<file path="config.mk">
export PLATFORM = sky130hd
export DESIGN_NAME = rc_receiver_frame_decoder_core
export DESIGN_NICKNAME = d
export VERILOG_FILES = /design/src/rtl/core/rcfd_pkg.sv /design/src/rtl/core/rc_receiver_frame_decoder_core.sv /design/src/rtl/core/rcfd_ctrl.sv /design/src/rtl/core/rcfd_datapath.sv
export SDC_FILE = /design/constraint.sdc
export NUM_CORES = 1
export LEC_CHECK = 0
export BUFFER_PORTS_ARGS = -buffer_cell sky130_fd_sc_hd__buf_4
export CAP_MARGIN = 10
export CORE_MARGIN = 4
export CORE_UTILIZATION = 54
export CTS_BUF_LIST = sky130_fd_sc_hd__clkbuf_4
export DETAILED_ROUTE_END_ITERATION = 8
export HOLD_SLACK_MARGIN = 0.06
export PLACE_DENSITY = 0.79
export REMOVE_ABC_BUFFERS = 1
export SLEW_MARGIN = 10
export SYNTH_ARGS = -nofsm -noshare
export SYNTH_HDL_FRONTEND = slang
export SYNTH_SLANG_ARGS = --single-unit
</file>
<file path="constraint.sdc">
create_clock -name clk_i -period 2.75 [get_ports clk_i]
set_input_delay 0.825 -clock clk_i [delete_from_list [all_inputs] [get_ports clk_i]]
set_output_delay 0.825 -clock clk_i [all_outputs]
set_load 0.05 [all_outputs]
</file>
<file path="src/rtl/core/rcfd_pkg.sv">
// ----------------------------------------------------------------------------
// rcfd_pkg
// Shared types and constants of the radio-control frame decoder: protocol and
// status codes, frame geometry and the controller/datapath interface.
// ----------------------------------------------------------------------------
package rcfd_pkg;

  localparam int BUFFER_BYTES_DEF = 32;

  localparam int POS_W  = 6;   // byte position counter
  localparam int BYTE_W = 8;
  localparam int MODE_W = 2;
  localparam int IDX_W  = 4;   // channel index
  localparam int VAL_W  = 16;  // channel value
  localparam int ACC_W  = 24;  // bit accumulator for channel unpacking
  localparam int BITS_W = 5;   // bits held in the accumulator

  localparam logic [MODE_W-1:0] MODE_IBUS = 2'd1;
  localparam logic [MODE_W-1:0] MODE_SBUS = 2'd2;

  // Frame geometry
  localparam logic [POS_W-1:0]  IBUS_LAST_POS  = 6'd31;
  localparam logic [POS_W-1:0]  SBUS_LAST_POS  = 6'd24;
  localparam int                IBUS_SUM_BYTES = 30;
  localparam int                IBUS_CHK_LO    = 30;
  localparam int                IBUS_CHK_HI    = 31;
  localparam int                SBUS_FLAG_BYTE = 23;
  localparam int                SBUS_FOOT_BYTE = 24;
  localparam int                IBUS_CH_START  = 2;
  localparam int                SBUS_CH_START  = 1;
  localparam logic [BITS_W-1:0] IBUS_CH_BITS   = 5'd16;
  localparam logic [BITS_W-1:0] SBUS_CH_BITS   = 5'd11;
  localparam logic [IDX_W-1:0]  IBUS_CH_LAST   = 4'd13;
  localparam logic [IDX_W-1:0]  SBUS_CH_LAST   = 4'd15;

  localparam logic [BYTE_W-1:0] IBUS_HDR0   = 8'h20;
  localparam logic [BYTE_W-1:0] IBUS_HDR1   = 8'h40;
  localparam logic [15:0]       IBUS_CHK_FS = 16'hFFFF;
  localparam logic [BYTE_W-1:0] SBUS_HDR    = 8'h0F;
  localparam logic [BYTE_W-1:0] SBUS_FOOT   = 8'h00;
  localparam int                SBUS_LOST_BIT = 5;
  localparam int                SBUS_FS_BIT   = 4;

  typedef enum logic [2:0] {
    STATUS_OK       = 3'd0,
    STATUS_IBUS_HDR = 3'd1,
    STATUS_IBUS_CHK = 3'd2,
    STATUS_SBUS_HDR = 3'd3,
    STATUS_SBUS_FTR = 3'd4,
    STATUS_SIG_LOST = 3'd5,
    STATUS_FAILSAFE = 3'd6,
    STATUS_NO_PROTO = 3'd7
  } status_e;

  // Controller to datapath
  typedef struct packed {
    logic accept;      // input byte transfer
    logic rd_check;    // buffer read during the check sweep
    logic rd_chan;     // buffer read during channel unpacking
    logic err_latch;   // capture the frame check result
    logic chan_start;  // prepare channel unpacking
    logic acc_load;    // append read byte to the accumulator
    logic emit_err;    // load an error result
    logic emit_ch;     // load a channel result
  } rcfd_cmd_t;

  // Datapath to controller
  typedef struct packed {
    logic frame_end;
    logic proto_off;
    logic addr_last;
    logic chk_err;
    logic have_word;
    logic chan_last;
    logic out_free;
  } rcfd_sts_t;

endpackage

</file>
<file path="src/rtl/core/rc_receiver_frame_decoder_core.sv">
// ----------------------------------------------------------------------------
// rc_receiver_frame_decoder_core
// Top level of the I.Bus / S.Bus radio-control frame decoder.
// ----------------------------------------------------------------------------
// Bytes are taken one per transfer and stored in a frame buffer with one write
// port and one read port. A byte that does not end a frame leaves the core
// ready for the next byte. In no-protocol mode every byte yields one error
// result, loaded as soon as the result register is free. The last byte of a
// frame starts a check sweep that reads the buffer one byte per cycle, then
// either one error result or the channel results: each payload byte is read
// through the buffer read port, appended to the accumulator and tested, and
// each channel is loaded as soon as the result register is free. No byte is
// taken until the last result of a frame has been loaded into the result
// register.
// ----------------------------------------------------------------------------
module rc_receiver_frame_decoder_core
  import rcfd_pkg::*;
#(
  parameter int BufferBytes = BUFFER_BYTES_DEF
) (
  input  logic               clk_i,
  input  logic               rst_ni,
  input  logic               cfg_we_i,
  input  logic [MODE_W-1:0]  cfg_wdata_i,
  input  logic               in_valid_i,
  output logic               in_ready_o,
  input  logic [BYTE_W-1:0]  rx_byte_i,
  input  logic               frame_start_i,
  output logic               out_valid_o,
  input  logic               out_ready_i,
  output logic [2:0]         status_o,
  output logic               channel_valid_o,
  output logic [IDX_W-1:0]   channel_index_o,
  output logic [VAL_W-1:0]   channel_value_o,
  output logic               last_o
);

  rcfd_cmd_t cmd;
  rcfd_sts_t sts;

  rcfd_ctrl u_ctrl (
    .clk_i      (clk_i),
    .rst_ni     (rst_ni),
    .in_valid_i (in_valid_i),
    .in_ready_o (in_ready_o),
    .sts_i      (sts),
    .cmd_o      (cmd)
  );

  rcfd_datapath #(
    .BufferBytes (BufferBytes)
  ) u_datapath (
    .clk_i           (clk_i),
    .rst_ni          (rst_ni),
    .cfg_we_i        (cfg_we_i),
    .cfg_wdata_i     (cfg_wdata_i),
    .rx_byte_i       (rx_byte_i),
    .frame_start_i   (frame_start_i),
    .cmd_i           (cmd),
    .sts_o           (sts),
    .out_valid_o     (out_valid_o),
    .out_ready_i     (out_ready_i),
    .status_o        (status_o),
    .channel_valid_o (channel_valid_o),
    .channel_index_o (channel_index_o),
    .channel_value_o (channel_value_o),
    .last_o          (last_o)
  );

endmodule

</file>
<file path="src/rtl/core/rcfd_ctrl.sv">
// ----------------------------------------------------------------------------
// rcfd_ctrl
// Sequencer of the frame decoder: byte intake, frame check sweep, channel
// unpacking and result hand-off.
// ----------------------------------------------------------------------------
module rcfd_ctrl
  import rcfd_pkg::*;
(
  input  logic      clk_i,
  input  logic      rst_ni,
  input  logic      in_valid_i,
  output logic      in_ready_o,
  input  rcfd_sts_t sts_i,
  output rcfd_cmd_t cmd_o
);

  localparam logic [3:0] ST_IDLE  = 4'd0;
  localparam logic [3:0] ST_CHECK = 4'd1;
  localparam logic [3:0] ST_DRAIN = 4'd2;
  localparam logic [3:0] ST_EVAL  = 4'd3;
  localparam logic [3:0] ST_ERR   = 4'd4;
  localparam logic [3:0] ST_RD    = 4'd5;
  localparam logic [3:0] ST_LD    = 4'd6;
  localparam logic [3:0] ST_TEST  = 4'd7;
  localparam logic [3:0] ST_EMIT  = 4'd8;

  logic [3:0] state_q, state_d;

  assign in_ready_o = (state_q == ST_IDLE);

  always_comb begin
    state_d = state_q;
    cmd_o   = '0;
    unique case (state_q)
      ST_IDLE: begin
        if (in_valid_i) begin
          cmd_o.accept = 1'b1;
          if (sts_i.proto_off) begin
            state_d = ST_ERR;
          end else if (sts_i.frame_end) begin
            state_d = ST_CHECK;
          end
        end
      end
      ST_CHECK: begin
        cmd_o.rd_check = 1'b1;
        if (sts_i.addr_last) begin
          state_d = ST_DRAIN;
        end
      end
      // The last byte of the sweep is folded into the check flags here.
      ST_DRAIN: state_d = ST_EVAL;
      ST_EVAL: begin
        cmd_o.err_latch = 1'b1;
        if (sts_i.chk_err) begin
          state_d = ST_ERR;
        end else begin
          cmd_o.chan_start = 1'b1;
          state_d          = ST_RD;
        end
      end
      ST_ERR: begin
        if (sts_i.out_free) begin
          cmd_o.emit_err = 1'b1;
          state_d        = ST_IDLE;
        end
      end
      ST_RD: begin
        cmd_o.rd_chan = 1'b1;
        state_d       = ST_LD;
      end
      ST_LD: begin
        cmd_o.acc_load = 1'b1;
        state_d        = ST_TEST;
      end
      ST_TEST: state_d = sts_i.have_word ? ST_EMIT : ST_RD;
      ST_EMIT: begin
        if (sts_i.out_free) begin
          cmd_o.emit_ch = 1'b1;
          state_d       = sts_i.chan_last ? ST_IDLE : ST_TEST;
        end
      end
      default: state_d = ST_IDLE;
    endcase
  end

  always_ff @(posedge clk_i or negedge rst_ni) begin
    if (!rst_ni) begin
      state_q <= ST_IDLE;
    end else begin
      state_q <= state_d;
    end
  end

endmodule

</file>
<file path="src/rtl/core/rcfd_datapath.sv">
// ----------------------------------------------------------------------------
// rcfd_datapath
// Frame buffer, byte position, protocol register, frame checks, channel
// unpacking accumulator and the result register.
// ----------------------------------------------------------------------------
module rcfd_datapath
  import rcfd_pkg::*;
#(
  parameter int BufferBytes = BUFFER_BYTES_DEF
) (
  input  logic               clk_i,
  input  logic               rst_ni,
  input  logic               cfg_we_i,
  input  logic [MODE_W-1:0]  cfg_wdata_i,
  input  logic [BYTE_W-1:0]  rx_byte_i,
  input  logic               frame_start_i,
  input  rcfd_cmd_t          cmd_i,
  output rcfd_sts_t          sts_o,
  output logic               out_valid_o,
  input  logic               out_ready_i,
  output logic [2:0]         status_o,
  output logic               channel_valid_o,
  output logic [IDX_W-1:0]   channel_index_o,
  output logic [VAL_W-1:0]   channel_value_o,
  output logic               last_o
);

  localparam int AW = $clog2(BufferBytes);

  // ---- configuration and byte position ----
  logic [MODE_W-1:0] mode_q;
  logic [POS_W-1:0]  pos_q;
  logic [POS_W-1:0]  pos;
  logic [POS_W-1:0]  pos_inc;
  logic              is_ibus, is_sbus;
  logic              frame_end;

  assign is_ibus   = (mode_q == MODE_IBUS);
  assign is_sbus   = (mode_q == MODE_SBUS);
  assign pos       = frame_start_i ? '0 : pos_q;
  assign pos_inc   = pos + POS_W'(1);
  // A position past the frame length (after a mode change) also ends a frame.
  assign frame_end = (is_ibus && (pos >= IBUS_LAST_POS)) ||
                     (is_sbus && (pos >= SBUS_LAST_POS));

  always_ff @(posedge clk_i or negedge rst_ni) begin
    if (!rst_ni) begin
      mode_q <= '0;
      pos_q  <= '0;
    end else begin
      if (cfg_we_i) begin
        mode_q <= cfg_wdata_i;
      end
      if (cmd_i.accept) begin
        pos_q <= frame_end ? '0 : pos_inc;
      end
    end
  end

  // ---- frame buffer ----
  logic [BYTE_W-1:0] mem [BufferBytes];
  logic              mem_we;
  logic [AW-1:0]     rd_addr_q;
  logic [BYTE_W-1:0] rd_data_q;

  assign mem_we = cmd_i.accept && ({1'b0, pos} < (POS_W+1)'(BufferBytes));

  always_ff @(posedge clk_i) begin
    if (mem_we) begin
      mem[pos[AW-1:0]] <= rx_byte_i;
    end
    rd_data_q <= mem[rd_addr_q];
  end

  // ---- read address and check sweep ----
  logic          rd_vld_q;
  logic [AW-1:0] rd_idx_q;
  logic [AW-1:0] last_addr;

  assign last_addr = is_ibus ? AW'(IBUS_LAST_POS) : AW'(SBUS_LAST_POS);

  always_ff @(posedge clk_i or negedge rst_ni) begin
    if (!rst_ni) begin
      rd_vld_q <= 1'b0;
    end else begin
      rd_vld_q <= cmd_i.rd_check;
    end
  end

  always_ff @(posedge clk_i) begin
    if (cmd_i.accept) begin
      rd_addr_q <= '0;
    end else if (cmd_i.chan_start) begin
      rd_addr_q <= is_ibus ? AW'(IBUS_CH_START) : AW'(SBUS_CH_START);
    end else if (cmd_i.rd_check || cmd_i.rd_chan) begin
      rd_addr_q <= rd_addr_q + AW'(1);
    end
    if (cmd_i.rd_check) begin
      rd_idx_q <= rd_addr_q;
    end
  end

  // ---- frame checks ----
  logic        b0_ok_q, b1_ok_q, foot_ok_q;
  logic [1:0]  flags_q;  // signal lost, failsafe
  logic [15:0] sum_q;
  logic [15:0] chk_q;
  status_e     chk_code;
  status_e     err_code_q;

  always_ff @(posedge clk_i) begin
    if (cmd_i.accept) begin
      sum_q <= '0;
    end else if (rd_vld_q) begin
      if (rd_idx_q == AW'(0)) begin
        b0_ok_q <= is_ibus ? (rd_data_q == IBUS_HDR0) : (rd_data_q == SBUS_HDR);
      end
      if (rd_idx_q == AW'(1)) begin
        b1_ok_q <= (rd_data_q == IBUS_HDR1);
      end
      if (rd_idx_q < AW'(IBUS_SUM_BYTES)) begin
        sum_q <= sum_q + {8'h00, rd_data_q};
      end
      if (rd_idx_q == AW'(IBUS_CHK_LO)) begin
        chk_q[7:0] <= rd_data_q;
      end
      if (rd_idx_q == AW'(IBUS_CHK_HI)) begin
        chk_q[15:8] <= rd_data_q;
      end
      if (rd_idx_q == AW'(SBUS_FLAG_BYTE)) begin
        flags_q <= {rd_data_q[SBUS_LOST_BIT], rd_data_q[SBUS_FS_BIT]};
      end
      if (rd_idx_q == AW'(SBUS_FOOT_BYTE)) begin
        foot_ok_q <= (rd_data_q == SBUS_FOOT);
      end
    end
  end

  always_comb begin
    chk_code = STATUS_OK;
    if (is_ibus) begin
      priority if (!(b0_ok_q && b1_ok_q)) begin
        chk_code = STATUS_IBUS_HDR;
      end else if ((IBUS_CHK_FS - sum_q) != chk_q) begin
        chk_code = STATUS_IBUS_CHK;
      end else begin
        chk_code = STATUS_OK;
      end
    end else begin
      priority if (!b0_ok_q) begin
        chk_code = STATUS_SBUS_HDR;
      end else if (!foot_ok_q) begin
        chk_code = STATUS_SBUS_FTR;
      end else if (flags_q[1]) begin
        chk_code = STATUS_SIG_LOST;
      end else if (flags_q[0]) begin
        chk_code = STATUS_FAILSAFE;
      end else begin
        chk_code = STATUS_OK;
      end
    end
  end

  always_ff @(posedge clk_i) begin
    if (cmd_i.accept) begin
      err_code_q <= STATUS_NO_PROTO;
    end else if (cmd_i.err_latch) begin
      err_code_q <= chk_code;
    end
  end

  // ---- channel unpacking: bytes enter LSB first, words leave from the bottom ----
  logic [ACC_W-1:0]  acc_q;
  logic [BITS_W-1:0] bits_q;
  logic [IDX_W-1:0]  ch_idx_q;
  logic [BITS_W-1:0] word_bits;
  logic [VAL_W-1:0]  word;

  assign word_bits = is_ibus ? IBUS_CH_BITS : SBUS_CH_BITS;
  assign word      = is_ibus ? acc_q[VAL_W-1:0] : {5'b0, acc_q[10:0]};

  always_ff @(posedge clk_i) begin
    if (cmd_i.chan_start) begin
      acc_q    <= '0;
      bits_q   <= '0;
      ch_idx_q <= '0;
    end else if (cmd_i.acc_load) begin
      acc_q  <= acc_q | ({16'h0000, rd_data_q} << bits_q);
      bits_q <= bits_q + BITS_W'(BYTE_W);
    end else if (cmd_i.emit_ch) begin
      acc_q    <= acc_q >> word_bits;
      bits_q   <= bits_q - word_bits;
      ch_idx_q <= ch_idx_q + IDX_W'(1);
    end
  end

  // ---- result register ----
  logic             out_valid_q;
  logic [2:0]       status_q;
  logic             cvalid_q;
  logic [IDX_W-1:0] cidx_q;
  logic [VAL_W-1:0] cval_q;
  logic             last_q;
  logic             out_free;
  logic             chan_last;

  assign out_free  = !out_valid_q || out_ready_i;
  assign chan_last = (ch_idx_q == (is_ibus ? IBUS_CH_LAST : SBUS_CH_LAST));

  always_ff @(posedge clk_i or negedge rst_ni) begin
    if (!rst_ni) begin
      out_valid_q <= 1'b0;
    end else if (cmd_i.emit_err || cmd_i.emit_ch) begin
      out_valid_q <= 1'b1;
    end else if (out_ready_i) begin
      out_valid_q <= 1'b0;
    end
  end

  always_ff @(posedge clk_i) begin
    if (cmd_i.emit_err) begin
      status_q <= err_code_q;
      cvalid_q <= 1'b0;
      cidx_q   <= '0;
      cval_q   <= '0;
      last_q   <= 1'b1;
    end else if (cmd_i.emit_ch) begin
      status_q <= STATUS_OK;
      cvalid_q <= 1'b1;
      cidx_q   <= ch_idx_q;
      cval_q   <= word;
      last_q   <= chan_last;
    end
  end

  assign out_valid_o     = out_valid_q;
  assign status_o        = status_q;
  assign channel_valid_o = cvalid_q;
  assign channel_index_o = cidx_q;
  assign channel_value_o = cval_q;
  assign last_o          = last_q;

  assign sts_o.frame_end = frame_end;
  assign sts_o.proto_off = !(is_ibus || is_sbus);
  assign sts_o.addr_last = (rd_addr_q == last_addr);
  assign sts_o.chk_err   = (chk_code != STATUS_OK);
  assign sts_o.have_word = (bits_q >= word_bits);
  assign sts_o.chan_last = chan_last;
  assign sts_o.out_free  = out_free;

endmodule

</file>
Word-level counts from Yosys, hierarchy flattened
Memory sizes are Yosys's and may differ from the RTL's. A register that Yosys moved wholly into a read port is not among the register bits.
Index checks and enable logic that the tools add are counted.

storage, ports and cells
  flip-flop bits (word level) = 122
  latch bits = 0
  bits in writable memories = 256
  memory bits (read-only) = 0
  bits of input ports = 16
  output and inout port bits = 27
  logic and storage cells = 141
  memories kept = 1

memories
  name            depth  width  rd ports  clocked after memory_dff  wr ports  RTL line             RTL
  u_datapath.mem  32     8      1         1                         1         rcfd_datapath.sv:61  logic [BYTE_W-1:0] mem [BufferBytes];

cells by class
  $add $sub $neg = 7
  multiply operators = 0
  divide/modulo/power cells = 0
  $lt $le $gt $ge = 5
  equality and inequality tests = 26
  shift-type cells = 2
  multiplexer cells = 47
  bitwise logic cells = 3
  reductions and logical operators = 27

operators with widths
  operator                                                                count
  24-bit 2-to-1 mux                                                       2
  4-bit case mux with 9 select lines                                      1
  3-bit 2-to-1 mux                                                        10
  4-bit 2-to-1 mux                                                        7
  5-bit 2-to-1 mux                                                        5
  24-bit OR                                                               1
  8-bit by 5-bit left shift with 24-bit output                            1
  24-bit by 5-bit right shift with 24-bit output                          1
  5-bit equality test (second input constant)                             4
  3-bit AND reduction                                                     6
  16-bit by 8-bit adder with 16-bit output                                1
  4-bit by 3-bit equality test with 1-bit output (second input constant)  4
  16-bit 2-to-1 mux                                                       1
  16-bit != test                                                          1
  16-bit subtractor (first input constant)                                1
  1-bit 2-to-1 mux                                                        15
  6-bit by 5-bit >= comparator with 1-bit output (second input constant)  2
  6-bit 2-to-1 mux                                                        2
  4-bit by 2-bit equality test with 1-bit output (second input constant)  2
  8-bit by 4-bit equality test with 1-bit output (second input constant)  1
  8-bit by 6-bit equality test with 1-bit output (second input constant)  1
  8-bit by 7-bit equality test with 1-bit output (second input constant)  1
  8-bit logical NOT                                                       1
  2-bit 2-to-1 mux                                                        4
  28 further kinds                                                        42

Logic depth before layout (Yosys ltp)
  word-level depth = 9
  mapped depth = 11
  mapped depth without buffers = 10

Cells and area by module
From an unflattened synthesis, not the netlist that was laid out.

unflattened totals
  cell total of the unflattened synthesis = 1,152
  area total of the unflattened synthesis = 16,503.3 um2

modules (own cells, without submodules)
  module         times used  cells an instance  area each (um2)  seq. area each (um2)
  rcfd_datapath  1           1,096              16,067.9         10,550.1
  rcfd_ctrl      1           56                 435.4            100.1

Least setup slack after synthesis
OpenSTA, ideal clock, no wires.

  kind = flip-flop to flip-flop
  start = register u_ctrl.state_q[1]
  end = memory u_datapath.mem[15][0], enable pin
  library setup time = 398 ps
  arrival time = 3,778 ps
  data required time = 2,352 ps
  slack = -1,426 ps
  cell stages (with the launch flop) = 5
  buffers on the path = 1
  period minus slack after synthesis = 4,176 ps
  cell sequence = dfrtp_1 -> nor4_1 -> nand2_1 -> clkbuf_1 -> nor4b_1

between the ends
  word-level cells in the longest chain between the ends = 5

ends and longest elaborated chain
  what                                    RTL line                              RTL
  from (decl)                             rcfd_ctrl.sv:27                       logic [3:0] state_q, state_d;
  from (signal assigned)                  rcfd_ctrl.sv:91                       state_q <= state_d;
  4-bit logical NOT                       -
  named net in_ready_o                    rc_receiver_frame_decoder_core.sv:26  output logic in_ready_o,
  1-bit 2-to-1 mux                        rcfd_ctrl.sv:34                       unique case (state_q)
  1-bit logical AND                       rcfd_datapath.sv:66                   assign mem_we = cmd_i.accept && ({1'b0, pos} < (POS_W+1)'(BufferBytes));
  1-bit 2-to-1 mux                        rcfd_datapath.sv:69                   if (mem_we) begin
  1-bit 2-to-1 mux (not written as such)  rcfd_datapath.sv:70                   mem[pos[AW-1:0]] <= rx_byte_i;
  to (decl)                               rcfd_datapath.sv:61

The timed path passes the listed nets, and every way through them passes these cells.

Worst setup path in the final report
  start = register u_ctrl.state_q[0]
  end = output port in_ready_o

between the ends
  word-level cells in the longest chain between the ends = 1

ends and longest elaborated chain
  what               RTL line                              RTL
  4-bit logical NOT  rcfd_ctrl.sv:29                       assign in_ready_o = (state_q == ST_IDLE);
  to (decl)          rc_receiver_frame_decoder_core.sv:26

No other way between the ends.

==> summary.md <==
| Metric | Value |
|---|---|
| PortBufs | `42` |
| Crit path buffers/inverters | `2` |
| Synthesized flop and latch total | `386` |
| Number of global-route vias before repair | `10300` |
| Worst path required time | `1.93 ns` |
| Max Cap Viol | `0` |
| H-tree depth | `3` |
| Die area | `33000 um^2` |
| Slew HR | `50.5%` |
| Syn. warnings | `0` |
| Nets | `1305` |
| DRC violations left | `0` |
| RR Startpoint | `u_datapath.mode_q[1]` |
| Total GRT Usage | `21.1%` |
| WL per Instance | `20.0 um` |
| Most common cell on crit path | `buf_4` |
| Crit Path Category | `reg -> out` |
| Fin util | `63.1%` |
| Detailed placement HPWL | `23.0 mm` |
| First-pass DRT Iterations | `5` |
| Most common cell after layout, fill and taps aside | `edfxtp_1` |
| Grt total ovfl | `0` |
| CP startpoint kind | `flip-flop` |
| Mapped Area | `16300 um^2` |
| CP Capture Type | `output pin` |
| Max Root-Sink Buffers | `3` |
| Inserted Clock Buffers | `95` |
| CTS Sinks | `386` |
| Placed Cells | `1558` |
| Setup tns final | `0 ns` |
| Fin. max-slew vios | `0` |
| Synthesized area per cell | `14.7 um^2` |
| WP data arrival | `1.76 ns` |
| Min-delay src | `cfg_we_i` |
| Post-Layout Cell Count | `1737` |
| DRT iter0 DRCs | `998` |
| CTS root buffer | `clkbuf_4` |
| Area Growth Syn to Fin | `15.1%` |
| CTS tree | `yes` |
| Critical Path Max Stage Delay | `0.43 ns` |
| Clock-pin transition on the worst setup and hold timing paths | `0.07 ns` |
| DRT Wirelength | `34.8 mm` |
| Final-report hold violation count | `0` |
| Largest net degree at the start of global routing | `52` |
| DR vias | `10100` |
| Max Freq | `387 MHz` |
| CP top delay family | `flip-flops` |
| Peak supply drop | `0.543 mV` |
| First-pass GRT wire length | `55.3 mm` |
| Pwr Density | `865 nW/um^2` |
| Critical Path Slowest Stage Cell | `dfrtp_1` |
| Worst hold slack | `0.298 ns` |
| Final cycle utilization of the critical path | `93.9%` |
| Cell variety after synth | `62` |
| Post-Syn Instances | `1108` |
| Clk_lat worst skew | `0.75 ns` |
| Post-synthesis sequential area ratio | `65.3%` |
| Critical-path cell list | `nor4_2 -> buf_4 -> buf_4` |
| Final setup fails | `0` |
| P_leak | `6.56 nW` |
| Most frequent cells in the layout | `285 x edfxtp_1, 147 x clkbuf_4, 114 x buf_4` |
| Main synth FF type | `edfxtp_1` |
| Worst min path class | `in -> reg` |
| Clock Skew | `0.0422 ns` |
| Num rows | `63` |
| Initial Utilization | `54.8%` |
| Initial antenna violation count | `1` |
| Crit path max fanout | `5` |
| Setup crit start | `u_ctrl.state_q[0]` |
| Routed Antenna Nets | `0` |
| Layout cell share with drive strength beyond 1 | `26.8%` |
| Count of flip-flops with a built-in enable after synthesis | `285` |
| DIE WIDTH | `182 um` |
| Die Y | `182 um` |
| Status | `finished, final reports clean` |
| Vias per inst | `5.84` |
| Gpl congestion | `0.859` |
| I/O pin count | `43` |
| Unrepaired setup endpoints after global routing | `false` |
| Synth async-reset ratio | `3.63%` |
| Tmin final | `2.58 ns` |
| Worst-margin pin slew | `0.735 ns` |
| Fill count | `2074` |
| Core Box Area | `29700 um^2` |
## cells in the mapped netlist (3+ instances only)
library cell,count,area share (%)
a211oi_1,13,0.60
a21oi_1,50,1.5
a221oi_1,11,0.59
a222oi_1,4,0.25
a22o_1,7,0.38
a22oi_1,3,0.14
a31oi_1,3,0.12
and2_1,6,0.23
and3_1,7,0.27
buf_1,7,0.16
buf_2,10,0.31
clkbuf_1,38,0.88
dfrtp_1,14,2.1
dfxtp_1,87,11
edfxtp_1,285,53
ha_1,20,1.5
inv_1,15,0.35
mux2_2,12,0.83
mux2i_1,25,1.5
mux4_1,18,2.9
mux4_2,62,8.6
nand2_1,101,2.3
nand2b_1,9,0.35
nand3_1,18,0.55
nand3b_1,3,0.14
nand4_1,10,0.38
nor2_1,104,2.4
nor2b_1,9,0.35
nor3_1,23,0.71
nor3b_1,5,0.23
nor4_1,11,0.42
o2111ai_1,4,0.21
o211ai_1,6,0.28
o21a_1,5,0.23
o21ai_0,24,0.74
o22ai_1,6,0.23
o31ai_1,4,0.18
or3_1,3,0.12
xnor2_1,25,1.3
xor2_1,9,0.48
## cells by family after synthesis
| kind of cell | synth area share, % |
|---|---|
| buf+inv | 2.06 |
| compound gates | 6.23 |
| flops | 65.3 |
| xor+xnor | 1.83 |
| fa+ha+maj | 1.78 |
| mux | 13.8 |
| simple gates | 8.92 |
## sequential cells by signal, indices dropped and copies added, names as in the netlist, 2 cells and up
| signal | cells |
|---|---|
| u_datapath.chk_q | 16 |
| u_datapath.acc_q | 24 |
| u_datapath.err_code_q | 3 |
| u_datapath.rd_addr_q | 5 |
| u_datapath.status_o | 3 |
| u_datapath.channel_index_o | 4 |
| u_datapath.bits_q | 5 |
| u_ctrl.state_q | 4 |
| u_datapath.rd_data_q | 8 |
| u_datapath.mem | 256 |
| u_datapath.pos_q | 6 |
| u_datapath.ch_idx_q | 4 |
| u_datapath.flags_q | 2 |
| u_datapath.sum_q | 16 |
| u_datapath.rd_idx_q | 5 |
| u_datapath.channel_value_o | 16 |
| u_datapath.mode_q | 2 |
## stage by stage
stage	instance area (um^2)	setup slack [ns]	total power, mW
final	18800	0.167	16.2
after global routing	18800	0.0325	17.1
after CTS	18700	0.0141	16.3
after detailed placement	17500	0.147	11.6
after global placement	17500	0.258	11.5
after floorplan	16000	-1.85	10.2
## where the power goes
part,switching (mW),internal (mW)
Sequential,0.583,6.76
Combinational,2.30,1.91
Clock,2.23,2.45
## layer usage
layer	global-route usage (%)	vias up	routed length, um	share of wire (%)
li1	-	4681	-	-
met3	4.39	87	2360	6.8
met4	8.50	0	1150	3.3
met5	0	-	0	0
met1	27.1	4931	13700	39
met2	35.4	437	17500	50
## worst paths after layout
kind	end	slack, ns	depth (start not counted)
setup / recovery	in_ready_o	0.17	3
hold / removal	u_datapath.mode_q[0]	0.30	2
setup reg to reg	u_datapath.acc_q[13]	0.27	9
hold reg to reg	u_datapath.channel_value_o[12]	0.45	2
max in group asynchronous	u_ctrl.state_q[2]	2.05	2
min in group asynchronous	u_datapath.pos_q[3]	0.49	2
## repair_timing
item / 4_1_cts / 5_1_grt
endpoints found under the setup margin: 1 / 1
gates resized for setup: 1 / 2
hold buffers: 1 / 0
hold endpoints to repair: 14 / 0
buffers inserted: 0 / 1
## final cells by class
cell class	instances	area, um^2	area share (%)
Timing Repair Buffer	121	986	5.26
Inverter	17	63.8	0.340
Sequential cell	386	10700	56.8
Antenna cell	4	10.0	0.0534
Clock inverter	26	125	0.667
Clock buffer	147	1100	5.88
Multi-Input combinational cell	646	5330	28.4
Tap cell	390	488	2.60
(Power assumes the default switching activity.)
